[src/hdl/mrp_pkg.sv]
// ----------------------------------------------------------------------------
// Management request parser package
// Shared codes, limits and the alter command argument count table.
// ----------------------------------------------------------------------------
package mrp_pkg;

  localparam logic [7:0] MAX_ARGS        = 8'd5;
  localparam logic [7:0] GET_CMD_COUNT   = 8'd6;
  localparam logic [7:0] ALTER_CMD_COUNT = 8'd4;

  localparam logic [1:0] REQ_GET   = 2'd0;
  localparam logic [1:0] REQ_ALTER = 2'd1;
  localparam logic [1:0] REQ_BARE  = 2'd2;

  localparam logic [2:0] STS_NONE      = 3'd0;
  localparam logic [2:0] STS_OK        = 3'd1;
  localparam logic [2:0] STS_BAD_TYPE  = 3'd2;
  localparam logic [2:0] STS_BAD_CMD   = 3'd3;
  localparam logic [2:0] STS_BAD_ARG   = 3'd4;

  localparam logic [2:0] CAUSE_NONE      = 3'd0;
  localparam logic [2:0] CAUSE_TYPE      = 3'd1;
  localparam logic [2:0] CAUSE_CMD       = 3'd2;
  localparam logic [2:0] CAUSE_ARG_COUNT = 3'd3;
  localparam logic [2:0] CAUSE_ARG_LEN   = 3'd4;

  localparam logic [7:0] MAX_ARG_LEN_RESET = 8'd255;

  function automatic logic [2:0] alter_arg_count(input logic [1:0] cmd);
    logic [2:0] n;
    case (cmd)
      2'd0:    n = 3'd5;
      2'd1:    n = 3'd2;
      2'd2:    n = 3'd1;
      2'd3:    n = 3'd1;
      default: n = 3'd1;
    endcase
    return n;
  endfunction

endpackage

[src/hdl/mgmt_request_parser.sv]
// ----------------------------------------------------------------------------
// Management request parser
// Byte-at-a-time parser for get, alter and bare management requests,
// reporting argument payload bytes with slot and offset.
// ----------------------------------------------------------------------------
//  channel   | direction | handshake           | payload
//  ----------+-----------+---------------------+-------------------------------
//  input     | in        | in_valid / in_stall | action, data_byte
//  result    | out       | out_valid/out_stall | phase .. arg_end (10 fields)
//  config    | in        | cfg_write           | cfg_data (max_arg_len)
//
//  One item per cycle unless the input stalls; each result appears in the cycle after its item.
//  Parser state and the result register are updated in a single clocked pass.
//  Input stalls only while a result is held and its consumer stalls.
//  rst (synchronous) returns the parser to the type phase, max_arg_len to 255.
// ----------------------------------------------------------------------------
module mgmt_request_parser (
  input  logic       clk,
  input  logic       rst,
  input  logic       cfg_write,
  input  logic [7:0] cfg_data,
  input  logic       in_valid,
  output logic       in_stall,
  input  logic       action,
  input  logic [7:0] data_byte,
  output logic       out_valid,
  input  logic       out_stall,
  output logic [2:0] phase,
  output logic [1:0] request_kind,
  output logic [2:0] command_index,
  output logic [2:0] resp_code,
  output logic [2:0] fault_code,
  output logic       arg_valid,
  output logic [2:0] arg_slot,
  output logic [7:0] arg_offset,
  output logic [7:0] arg_data,
  output logic       arg_end
);
  import mrp_pkg::*;

  typedef enum logic [2:0] {
    PH_TYPE  = 3'd0,
    PH_CMD   = 3'd1,
    PH_COUNT = 3'd2,
    PH_ARGS  = 3'd3,
    PH_DONE  = 3'd4,
    PH_TRAP  = 3'd5
  } phase_t;

  phase_t     parse_phase, parse_phase_next;
  logic [1:0] kind_reg, kind_reg_next;
  logic [2:0] command_reg, command_reg_next;
  logic [2:0] expected_args, expected_args_next;
  logic [2:0] args_left, args_left_next;
  logic [7:0] current_len, current_len_next;
  logic [7:0] bytes_read, bytes_read_next;
  logic [2:0] status_reg, status_reg_next;
  logic [2:0] cause_reg, cause_reg_next;
  logic [7:0] max_arg_len;

  logic       a_valid, a_end;
  logic [2:0] a_slot;
  logic [7:0] a_off, a_data;
  logic [7:0] bytes_inc;
  logic       accept;

  assign in_stall  = out_valid & out_stall;
  assign accept    = in_valid & ~in_stall;
  assign bytes_inc = bytes_read + 8'd1;

  always_comb begin
    parse_phase_next   = parse_phase;
    kind_reg_next      = kind_reg;
    command_reg_next   = command_reg;
    expected_args_next = expected_args;
    args_left_next     = args_left;
    current_len_next   = current_len;
    bytes_read_next    = bytes_read;
    status_reg_next    = status_reg;
    cause_reg_next     = cause_reg;
    a_valid = 1'b0;
    a_end   = 1'b0;
    a_slot  = 3'd0;
    a_off   = 8'd0;
    a_data  = 8'd0;
    if (action) begin
      parse_phase_next   = PH_TYPE;
      kind_reg_next      = REQ_GET;
      command_reg_next   = 3'd0;
      expected_args_next = 3'd0;
      args_left_next     = 3'd0;
      current_len_next   = 8'd0;
      bytes_read_next    = 8'd0;
      status_reg_next    = STS_NONE;
      cause_reg_next     = CAUSE_NONE;
    end else begin
      case (parse_phase)
        PH_TYPE: begin
          if (data_byte <= {6'd0, REQ_BARE}) begin
            kind_reg_next = data_byte[1:0];
            if (data_byte[1:0] == REQ_BARE) begin
              status_reg_next  = STS_OK;
              parse_phase_next = PH_DONE;
            end else begin
              parse_phase_next = PH_CMD;
            end
          end else begin
            status_reg_next  = STS_BAD_TYPE;
            cause_reg_next   = CAUSE_TYPE;
            parse_phase_next = PH_TRAP;
          end
        end
        PH_CMD: begin
          if (kind_reg == REQ_GET && data_byte < GET_CMD_COUNT) begin
            command_reg_next = data_byte[2:0];
            status_reg_next  = STS_OK;
            parse_phase_next = PH_DONE;
          end else if (kind_reg == REQ_ALTER && data_byte < ALTER_CMD_COUNT) begin
            command_reg_next   = data_byte[2:0];
            expected_args_next = alter_arg_count(data_byte[1:0]);
            parse_phase_next   = PH_COUNT;
          end else begin
            status_reg_next  = STS_BAD_CMD;
            cause_reg_next   = CAUSE_CMD;
            parse_phase_next = PH_TRAP;
          end
        end
        PH_COUNT: begin
          if (data_byte != 8'd0 && data_byte == {5'd0, expected_args} &&
              data_byte <= MAX_ARGS) begin
            args_left_next   = data_byte[2:0];
            bytes_read_next  = 8'd0;
            current_len_next = 8'd0;
            parse_phase_next = PH_ARGS;
          end else begin
            status_reg_next  = STS_BAD_ARG;
            cause_reg_next   = CAUSE_ARG_COUNT;
            parse_phase_next = PH_TRAP;
          end
        end
        PH_ARGS: begin
          if (current_len == bytes_read) begin
            // length byte of the next argument
            bytes_read_next  = 8'd0;
            current_len_next = data_byte;
            if (data_byte == 8'd0) begin
              status_reg_next  = STS_BAD_ARG;
              cause_reg_next   = CAUSE_ARG_COUNT;
              parse_phase_next = PH_TRAP;
            end
          end else if (bytes_read < max_arg_len) begin
            a_valid         = 1'b1;
            a_slot          = expected_args - args_left;
            a_off           = bytes_read;
            a_data          = data_byte;
            bytes_read_next = bytes_inc;
            if (bytes_inc == current_len) begin
              a_end          = 1'b1;
              args_left_next = args_left - 3'd1;
              if (args_left == 3'd1) begin
                status_reg_next  = STS_OK;
                parse_phase_next = PH_DONE;
              end
            end
          end else begin
            status_reg_next  = STS_BAD_ARG;
            cause_reg_next   = CAUSE_ARG_LEN;
            parse_phase_next = PH_TRAP;
          end
        end
        default: begin
        end
      endcase
    end
  end

  always_ff @(posedge clk) begin
    if (rst) begin
      parse_phase   <= PH_TYPE;
      kind_reg      <= REQ_GET;
      command_reg   <= 3'd0;
      expected_args <= 3'd0;
      args_left     <= 3'd0;
      current_len   <= 8'd0;
      bytes_read    <= 8'd0;
      status_reg    <= STS_NONE;
      cause_reg     <= CAUSE_NONE;
      max_arg_len   <= MAX_ARG_LEN_RESET;
      out_valid     <= 1'b0;
    end else begin
      if (cfg_write) begin
        max_arg_len <= cfg_data;
      end
      if (accept) begin
        parse_phase   <= parse_phase_next;
        kind_reg      <= kind_reg_next;
        command_reg   <= command_reg_next;
        expected_args <= expected_args_next;
        args_left     <= args_left_next;
        current_len   <= current_len_next;
        bytes_read    <= bytes_read_next;
        status_reg    <= status_reg_next;
        cause_reg     <= cause_reg_next;
        out_valid     <= 1'b1;
      end else if (!out_stall) begin
        out_valid <= 1'b0;
      end
    end
    if (accept) begin
      phase         <= parse_phase_next;
      request_kind  <= kind_reg_next;
      command_index <= command_reg_next;
      resp_code     <= status_reg_next;
      fault_code    <= cause_reg_next;
      arg_valid     <= a_valid;
      arg_slot      <= a_slot;
      arg_offset    <= a_off;
      arg_data      <= a_data;
      arg_end       <= a_end;
    end
  end

`ifndef SYNTHESIS
  a_stall_needs_result: assert property (@(posedge clk) disable iff (rst)
    in_stall |-> out_valid)
    else $error("input stalled with no result held");

  a_payload_phase: assert property (@(posedge clk) disable iff (rst)
    (out_valid && arg_valid) |-> (phase == PH_ARGS || phase == PH_DONE))
    else $error("payload byte reported outside argument phase");

  a_end_is_payload: assert property (@(posedge clk) disable iff (rst)
    (out_valid && arg_end) |-> arg_valid)
    else $error("argument end without payload byte");

  a_cause_on_trap: assert property (@(posedge clk) disable iff (rst)
    out_valid |-> ((fault_code != CAUSE_NONE) == (phase == PH_TRAP)))
    else $error("trap cause disagrees with phase");
`endif

endmodule
[config.mk]
export PLATFORM = sky130hd
export DESIGN_NAME = mgmt_request_parser
export DESIGN_NICKNAME = d
export VERILOG_FILES = /design/src/hdl/mrp_pkg.sv /design/src/hdl/mgmt_request_parser.sv
export SDC_FILE = /design/constraint.sdc
export NUM_CORES = 1
export LEC_CHECK = 0
export ABC_AREA = 1
export BUFFER_PORTS_ARGS = -buffer_cell sky130_fd_sc_hd__buf_2
export CELL_PAD_IN_SITES_DETAIL_PLACEMENT = 0
export CELL_PAD_IN_SITES_GLOBAL_PLACEMENT = 1
export CORE_MARGIN = 2
export CORE_UTILIZATION = 25
export DETAILED_ROUTE_END_ITERATION = 8
export PLACE_DENSITY_LB_ADDON = 0.1
export SKIP_CTS_REPAIR_TIMING = 1
export SLEW_MARGIN = 20
export SYNTH_ARGS = -nofsm -noshare
export SYNTH_HDL_FRONTEND = slang
export SYNTH_SLANG_ARGS = --single-unit
[constraint.sdc]
create_clock -name clk -period 5.2 [get_ports clk]
set_clock_uncertainty 0.2 [all_clocks]
set_input_delay 1.04 -clock clk [delete_from_list [all_inputs] [get_ports clk]]
set_output_delay 1.04 -clock clk [all_outputs]
set_load 0.02 [all_outputs]
==> results of run 1 <==
synth_stat cells, drive strengths merged, types with 5 or more instances:
master,instances
nand2,129
inv,84
nor2,83
a21oi,60
o21ai,48
dfxtp,45
nand3,36
edfxtp,35
clkbuf,13
ha,11
nand4,8
a211oi,7
buf,6
xor2,5
worst max path at each step:
stage                     slack [ps]  cells after the start    startpoint               end
after CTS                       2480                      8     out_stall  expected_args[1]
after floorplan                 1710                      4     out_stall       arg_data[0]
after global routing            2280                     14  data_byte[7]    current_len[2]
after detailed placement        2110                      8     out_stall  expected_args[1]
final                           2510                      4     out_stall          in_stall
after global placement          2180                     10  data_byte[2]       kind_reg[1]
cells by family after synthesis:
kind of cell / share of synthesized area (%)
flip-flops: 41.9
buffers and inverters: 9.79
AND/OR/NAND/NOR: 28.5
XOR/XNOR: 1.32
AO/OA/AOI/OAI: 15.1
adder cells (fa/ha/maj): 3.39
per-stage QoR:
| step | hold slack (ps) | cell area (um^2) | cells | power (mW) | util [%] |
|---|---|---|---|---|---|
| 3_3_place_gp | 250 | 5140 | 864 | 0.994 | 28.4 |
| 4_1_cts | 263 | 5460 | 880 | 1.70 | 30.2 |
| 2_1_floorplan | 230 | 4650 | 594 | 0.913 | - |
| 3_5_place_dp | 255 | 5140 | 864 | 0.993 | 28.4 |
| 5_1_grt | 289 | 5460 | 880 | 1.76 | 30.2 |
| 6_report | 258 | 5460 | 880 | 1.67 | 30.2 |
per-layer routing:
layer  wire [um]  part of all wire [%]
met4         193                   1.5
met3         448                   3.4
met5           0                     0
met1        7110                    54
met2        5520                    42
worst min-delay path, stage by stage (launching register included):
cell and delay (ps):
dfxtp_1 310, inv_1 50, o21ai_0 60
power breakdown:
part	total (mW)	switching [mW]	internal, mW	leakage, nW
Combinational	0.259	0.181	0.0786	1.48
Sequential	0.717	0.0238	0.693	0.722
Clock	0.693	0.271	0.421	0.154
Total	1.67	0.476	1.19	2.36
area by class of cell:
type | instances | area, um^2
fillers | 1930 | 12600
clock buffers | 9 | 225
inverters | 87 | 344
flip-flops and latches | 80 | 1950
repair buffers | 60 | 305
multi-input cells | 408 | 2250
clock inverters | 7 | 93.8
well taps | 229 | 287
cell usage in the layout (no fill, tap or decap), types with 2 or more instances in the layout:
| master | count |
|---|---|
| buf_4 | 2 |
| clkinv_4 | 2 |
| o21ai_0 | 46 |
| nor3_1 | 2 |
| inv_6 | 2 |
| inv_4 | 3 |
| bufinv_16 | 2 |
| a31oi_1 | 2 |
| buf_2 | 58 |
| nand3_4 | 2 |
| o22ai_1 | 2 |
| nand2_4 | 4 |
| xor2_1 | 5 |
| dfxtp_1 | 45 |
| inv_2 | 13 |
| nor2_1 | 60 |
| a211oi_1 | 6 |
| o211ai_1 | 2 |
| a21oi_2 | 5 |
| nor2_8 | 2 |
| inv_1 | 68 |
| clkbuf_16 | 9 |
| nor2_4 | 16 |
| a21oi_1 | 55 |
| ha_1 | 11 |
| nor2_2 | 5 |
| nand2_2 | 8 |
| xnor2_1 | 2 |
| nand3_1 | 33 |
| nand4_1 | 7 |
| nand2_1 | 117 |
| clkinv_1 | 2 |
| edfxtp_1 | 35 |
==> metrics.md, run 1 <==
| Metric | Value |
|---|---|
| Antenna-violating nets left | 0 |
| Die width | roughly 140 um |
| Hold_sp | max_arg_len[0] |
| First-iteration detailed-routing DRC count | approximately 240 |
| Cts bufs inserted | 9 |
| WP data required | 3960 ps |
| DRT Pass-1 Iters | 4 |
| Fin nets | 680 |
| Worst path max stage delay | 180 ps |
| Drt via density | 4.44 |
| Final setup margin | 2510 ps |
| Clk Latency, worst-skew pair | 350 ps |
| Crit path DAT | roughly 1500 ps |
| Final Setup Violations | 0 |
| Hold path cells | 2 |
| I/O Buffers | 58 |
| Vias after detailed routing | between 3k and 4k |
| First-pass GRT wire length | 21600 um |
| RSZ-0062 raised after global routing | no |
| Max Slew Vio Count | 0 |
| Initial antenna violation count | 0 |
| Gr ovfl total | 0 |
| Reg2reg start | bytes_read[1] |
| Synth top area share | a little under a quarter |
| Most frequent CP cell | buf_2 |
| Core area | 18100 um^2 |
| Synthesized Nets | 628 |
| Number of global-route vias before repair | roughly 4k |
| Leak | 2.36 nW |
| Cells on worst reg2reg path | 14 |
| Reg-to-reg critical path endpoint | phase[1] |
| Synth warn | 0 |
| Power Dens Cells | just over 300 nW/um^2 |
| Worst-path fanout max | 2 |
| Share of cells above drive strength 1 | between 20% and 30% |
| Worst Hold Path EP | max_arg_len[0] |
| Worst Setup End Kind | output pin |
| Grt peak-use layer | met2 |
| Largest net degree at the start of global routing | 27 |
| Die Footprint | 19700 um^2 |
| Setup TNS | 0 ps |
| Tcrit/Tclk final | 51.8% |
| Worst path buffer plus inverter count | 3 |
| Min Clock Period, post-route | 2690 ps |
| Sequential-to-total area share from yosys stat | around two fifths |
| Critical Path, Cell by Cell | buf_2, nand2_1, inv_1, buf_2 |
| Worst-Margin Slew | 686 ps |
| Flops & latches, synth | 80 |
| GRT Total Usage | 14.2% |
| DR WL/cell | 15.1 um |
| CTS tree | yes |
| Initial core utilization | 25.7% |
| Number of remaining DRC errors | 0 |
| M1 GR Usage | about a fifth |
| Max IR drop VDD | 0.000158 V |
| Post-synth top area cell | edfxtp_1 |
| Prevailing post-synth register cell | dfxtp_1 |
| Clk slew on worst S/H paths | 60 ps |
| CP delay by family, top | buffers and inverters |
| GRT met2 Usage | approximately a fifth |
| GPL Wtd Cong | 0.831 |
| Worst R2R Setup Slack | 2580 ps |
| Syn_area_per_cell | a little under 8 um^2 |
| Max-slew headroom | a little over half |
| IO Pins | between 50 and 60 |
| Clock sinks | 80 |
| Clock root cell | clkbuf_16 |
| HP Class | flip-flop to flip-flop |
| Critical Path Slowest Stage Cell | buf_2 |
| CTS max path bufs | 2 |
| Dominant cells by area after synthesis | edfxtp_1 23%, dfxtp_1 19%, nand2_1 9.4% |
| Post-Syn Instances | 594 |
| Vert. Die Dim | between 100 and 150 um |
| H-tree depth | 3 |
| Area grow syn2layout | 17.3% |
| Cell variety after synth | 50 |
| Endpoints failing hold | 0 |
| Row count | 49 |
| Setup CP Type | input pin to output pin |
| Max_cap viols | 0 |
| Post-Route WL | 13300 um |
| Dpl hpwl | 10300 um |
| EDFF count, synth | 35 |
| Fmax | 372 MHz |
| Pre-CTS setup slack | 2110 ps |
| Ys async rst share | 0% |
| Met3 usage | 2.26% |
| Number of diodes | 0 |
| Crit path launch type | input pin |
| Synth Cell Area | 4650 um^2 |
| Outcome | complete, no violations |
No activity file was read; power rests on OpenSTA's default activity.
==> run 2: changes to the inputs <==
==> constraint.sdc (replaced) <==
create_clock -name clk -period 2.6 [get_ports clk]
set_clock_uncertainty 0.2 [all_clocks]
set_input_delay 0.52 -clock clk [delete_from_list [all_inputs] [get_ports clk]]
set_output_delay 0.52 -clock clk [all_outputs]
set_load 0.02 [all_outputs]
==> run 2 against run 1 <==
  * Hold slack worse by 70 ps
  * Count of clock-buffer cells in the layout stayed put
  * Critical endpoint is now resp_code[1]
  * Final area is 3.6% higher
  * Power is 99% higher
  * Largest power group unchanged
==> metrics.md, run 2 (synthesis results as in run 1) <==
| Metric | Value |
|---|---|
| Outcome | complete, no violations |
| Int Power | 2.32 mW |
| Fmax | between 400 and 500 MHz |
| DR WL/cell | 15.9 um |
| Most frequent cells in the layout | 117 x nand2_1, 68 x inv_1, 59 x nor2_1 |
| Setup CP Type | flip-flop to flip-flop |
| IO Pins | 59 |
| WP data required | 2510 ps |
| Post-Route WL | approximately 14000 um |
| Initial core utilization | 25.7% |
| Critical Path, Cell by Cell | ha_2, nand3_1, nor2_2, nand2_1, nand2_1, nand3_1, nor2_2, nand3_2, nand2_1, nand2_1, nand2_1, nand2_1, nand2_1, inv_1 |
| Worst path buffer plus inverter count | 1 |
| Clock root cell | clkbuf_16 |
| Fillers | 1959 |
| Number of global-route vias before repair | 4000 |
| Crit path DAT | about 2300 ps |
| HP Class | input pin to flip-flop |
| Max-slew headroom | roughly 69% |
| GPL Wtd Cong | around 0.91 |
| DRT Pass-1 Iters | 7 |
| Row count | just under 50 |
| First-pass GRT wire length | 22900 um |
| Cts bufs inserted | 9 |
| Vias after detailed routing | 4101 |
| Dpl hpwl | 11100 um |
| Core area | 18100 um^2 |
| RSZ-0062 raised after global routing | no |
| CP delay by family, top | simple AND/OR/NAND/NOR gates |
| I/O Buffers | 58 |
| Fin nets | 703 |
| CTS max path bufs | 2 |
| Clk Latency, worst-skew pair | 350 ps |
| Number of diodes | 0 |
| Vert. Die Dim | 140 um |
| CTS tree | yes |
| Largest net degree at the start of global routing | 33 |
| Clk slew on worst S/H paths | 70 ps |
| Max IR drop VDD | 0.000299 V |
| Die width | ~140 um |
| Min Clock Period, post-route | 2380 ps |
| Critical Path Slowest Stage Cell | dfxtp_2 |
| Worst Setup End Kind | flip-flop |
| Endpoints failing hold | 0 |
| First-iteration detailed-routing DRC count | ~240 |
| Logic pwr share | 16.9% |
| Max Slew Vio Count | 0 |
| Pwr Total | roughly 3.3 mW |
| Die Footprint | 19700 um^2 |
| Worst-path fanout max | 7 |
| Share of cells above drive strength 1 | 25.2% |
| Worst path max stage delay | 410 ps |
| Antenna-violating nets left | 0 |
| Net Sw Power | roughly 1000 uW |
| Initial antenna violation count | 0 |
| Fin cells | about 900 |
| Clock sinks | 80 |
| Most frequent CP cell | nand2_1 |
| Number of remaining DRC errors | 0 |
| Power Dens Cells | ~590 nW/um^2 |
| Worst R2R Setup Slack | 220 ps |
| Area grow syn2layout | 21.6% |
| Placed cells | between 800 and 900 |
| GRT Total Usage | between 10% and 20% |
| Sw frac | 30.1% |
| Crit path launch type | flip-flop |
| Most common cell after layout, fill and taps aside | nand2_1 |
| Tcrit/Tclk final | 91.6% |
| Gr ovfl total | 0 |
| Drt via density | 4.54 |
| Max_cap viols | 0 |
| Reg area | ~2000 um^2 |
| Clock power share | 40.0% |
| Area of the multi-input gates | ~2300 um^2 |
| Leak | approximately 2.5 nW |
| Worst-Margin Slew | 452 ps |
| Sequential Power Share | 43.1% |
| Final Setup Violations | 0 |
| H-tree depth | 3 |
==> run 2: changes by cell type in the layout (fill, tap and decap cells not counted), sizes merged <==
cell    previous run  this run
buf               60        83
inv               86        85
clkinv             5         7
bufinv             2         1
==> run 2: layout make-up <==
| type | count | share of cell area (%) |
|---|---|---|
| Multi-Input combinational cell | 408 | 40.0 |
| Sequential cell | 80 | 34.5 |
| Timing Repair Buffer | 83 | 8.89 |
| Inverter | 87 | 6.08 |
| Tap cell | 229 | 5.06 |
| Clock buffer | 9 | 3.98 |
| Clock inverter | 7 | 1.44 |
==> run 2: worst register-to-register path, stage by stage, from the launching register on <==
cell and delay (ps):
dfxtp_2 410, ha_2 240, nand3_1 180, nor2_2 190
nand2_1 60, nand2_1 90, nand3_1 100, nor2_2 110
nand3_2 110, nand2_1 100, nand2_1 60, nand2_1 110
nand2_1 60, nand2_1 80, inv_1 50
==> run 2: through the flow <==
stage                     TNS, ps  cell area, um^2  hold slack, ps  utilization (%)  worst slack (ps)
after floorplan                 0             4650             230                -               203
after global placement          0             5330             252             29.5              62.3
after detailed placement        0             5330             263             29.5             0.636
after CTS                   -20.4             5640             178             31.2             -18.6
after global routing            0             5660             194             31.3              18.2
final                           0             5660             188             31.3               218
==> run 2: worst paths after layout <==
kind                                startpoint             end  depth (start not counted)
worst min register to register  max_arg_len[6]  max_arg_len[6]                          2
worst max register to register   bytes_read[1]    resp_code[1]                         14
worst max-delay path             bytes_read[1]    resp_code[1]                         14
worst min-delay path               cfg_data[6]  max_arg_len[6]                          3
==> run 2: power by group through the flow <==
stage / registers, mW / logic, mW / clock network [mW]
final: 1.43 / 0.560 / 1.33
after floorplan: 1.49 / 0.336 / 0
after detailed placement: 1.46 / 0.563 / 0
after CTS: 1.43 / 0.567 / 1.37
after global placement: 1.46 / 0.567 / 0
after global routing: 1.44 / 0.626 / 1.42
==> run 2: per-layer routing <==
layer	track usage, %	part of all wire (%)	up-vias
met4	5.00	1.7	0
met2	21.4	40	88
met3	2.50	3.2	14
met1	22.7	55	1902
li1	-	-	2097
met5	0	0	-
==> run 3: changes to the inputs <==
--- a/config.mk
+++ b/config.mk
@@ -14,7 +14,6 @@
 export DETAILED_ROUTE_END_ITERATION = 8
 export PLACE_DENSITY_LB_ADDON = 0.1
 export SKIP_CTS_REPAIR_TIMING = 1
-export SLEW_MARGIN = 20
 export SYNTH_ARGS = -nofsm -noshare
 export SYNTH_HDL_FRONTEND = slang
 export SYNTH_SLANG_ARGS = --single-unit
==> constraint.sdc (replaced) <==
create_clock -name clk -period 2.5 [get_ports clk]
set_clock_uncertainty 0.2 [all_clocks]
set_input_delay 0.5 -clock clk [delete_from_list [all_inputs] [get_ports clk]]
set_output_delay 0.5 -clock clk [all_outputs]
set_load 0.02 [all_outputs]
==> run 3 against run 2 <==
  * Wire length down 2.0%
  * Critical endpoint is now resp_code[2]
  * Largest cell class unchanged
  * Largest power group unchanged
  * Worst setup slack worse by 16 ps
  * Sequential cell count unchanged
  * Hold slack worse by 18 ps
  * Combinational power up 6.3%
  * Clock power up 7%
  * Die area unchanged
  * Final area up 1.7%
==> metrics.md, run 3 (synthesis results as in run 1) <==
| Metric | Value |
|---|---|
| Outcome | complete, no violations |
| Tcrit/Tclk final | 91.9% |
| Post-Route WL | roughly 14000 um |
| Drt via density | approximately 4.4 |
| Fin area | 5750 um^2 |
| Die width | around 140 um |
| Critical Path, Cell by Cell | buf_4, nand3_1, nand3_1, nand2_1, nor3b_1, nand2_1, nand2_1, nand3_1, nand2_1, nand3_1, nand2_2, inv_1 |
| Area grow syn2layout | 23.6% |
| Number of diodes | 0 |
| Vias after detailed routing | ~4.0k |
| Pwr Total | around 3.5 mW |
| Fin nets | 711 |
| Worst path buffer plus inverter count | 2 |
| Clock root cell | clkbuf_16 |
| Share of cells above drive strength 1 | 26.8% |
| Placed cells | 893 |
| Final core occ | 31.8% |
| GPL Wtd Cong | 0.852 |
| First-iteration detailed-routing DRC count | 199 |
| Highest metal used | met4 |
| Cells on worst reg2reg path | 12 |
| Met2 wire length | 5780 um |
| CP Capture Point | resp_code[2] |
| Crit path launch type | flip-flop |
| Fmax | roughly 440 MHz |
| Initial antenna violation count | 0 |
| DR WL/cell | 15.4 um |
| Clk Latency, worst-skew pair | 340 ps |
| Crit path DAT | 2200 ps |
| Worst-Margin Slew | 469 ps |
| Fin cells | just over 900 |
| Max Slew Vio Count | 0 |
| Critical Path Slowest Stage Cell | nor3b_1 |
| Clock sinks | 80 |
| H-tree depth | 3 |
| Max IR drop VDD | roughly 0.00032 V |
| Pre-CTS setup slack | -29.9 ps |
| RSZ-0062 raised after global routing | no |
| First-pass GRT wire length | around 23000 um |
| Largest net degree at the start of global routing | 26 |
| GRT Total Usage | 14.9% |
| Reg2reg start | bytes_read[1] |
| Worst Setup End Kind | flip-flop |
| CTS tree | yes |
| Number of remaining DRC errors | 0 |
| Leak | between 2 and 3 nW |
| Hold path cells | 3 |
| Core area | about 18000 um^2 |
| Worst path max stage delay | 390 ps |
| Cts bufs inserted | 9 |
| WP data required | 2400 ps |
| Final setup margin | 202 ps |
| CTS max path bufs | 2 |
| Max-slew headroom | 68.7% |
| Final Setup Violations | 0 |
| Fillers | 1963 |
| Setup CP Type | flip-flop to flip-flop |
| Initial core utilization | between 20% and 30% |
| Max_cap viols | 0 |
| Row count | 49 |
| HP Class | input pin to flip-flop |
| Reg area | 1960 um^2 |
| Worst setup path startpoint | bytes_read[1] |
| DRT Pass-1 Iters | 5 |
| Worst R2R Setup Slack | approximately 200 ps |
| Endpoints failing hold | 0 |
| Hold WS | ~170 ps |
| Reg-to-reg critical path endpoint | resp_code[2] |
| Min Clock Period, post-route | 2300 ps |
| Area of the multi-input gates | roughly 2300 um^2 |
| Levels on crit path | 12 |
| Worst-path fanout max | 6 |
| Clk slew on worst S/H paths | 60 ps |
| Most common cell after layout, fill and taps aside | nand2_1 |
| Antenna-violating nets left | 0 |
| WL met3 | 476 um |
| Number of global-route vias before repair | 4079 |
| Most frequent cells in the layout | 114 x nand2_1, 67 x inv_1, 60 x nor2_1 |
| Vert. Die Dim | 140 um |
| Met1 WL | 7570 um |
| Gr ovfl total | 0 |
| Placed cell area | 5380 um^2 |
| Dpl hpwl | 11000 um |
| Die Footprint | about 20000 um^2 |
| Setup TNS | 0 ps |
| Power Dens Cells | a little over 600 nW/um^2 |
| CP delay by family, top | simple AND/OR/NAND/NOR gates |
| IO Pins | 59 |
| I/O Buffers | between 50 and 60 |
-- run 3: cell count changes in the layout (fill, tap and decap cells not counted), moves of 3 or more --
cell      before  now
buf_4         23   31
clkinv_2       0    3
clkinv_4       6    3
nand2_1      117  114
-- run 3: layer usage --
layer	vias to the layer above	global-route usage, %
met3	13	2.29
met5	-	0
met4	0	4.84
met1	1834	22.2
li1	2117	-
met2	81	21.9
-- run 3: worst min path at each step --
stage / from / to / slack, ps
floorplan: max_arg_len[0] / max_arg_len[0] / 230
global placement: max_arg_len[0] / max_arg_len[0] / 250
detailed placement: command_reg[1] / command_reg[1] / 260
CTS: cfg_data[5] / max_arg_len[5] / 160
global route: cfg_data[6] / max_arg_len[6] / 180
finish: cfg_data[3] / max_arg_len[3] / 170
-- run 3: area by class of cell --
class | instances | area share (%)
multi-input combinational | 408 | 39.8
sequential | 80 | 34.0
timing repair buffer | 91 | 9.79
inverter | 87 | 5.98
tap | 229 | 4.98
clock buffer | 10 | 3.98
clock inverter | 6 | 1.46
-- run 3: tightest hold or removal path: stages --
cell and delay [ps]:
buf_2 80, a21oi_1 50, o21ai_0 60
-- run 3: power by group --
part	switching, mW	total [mW]	internal, mW	leakage (nW)
Clock	0.545	1.42	0.872	0.156
Sequential	0.0440	1.49	1.44	0.724
Combinational	0.396	0.595	0.199	1.64
Total	0.985	3.50	2.51	2.52
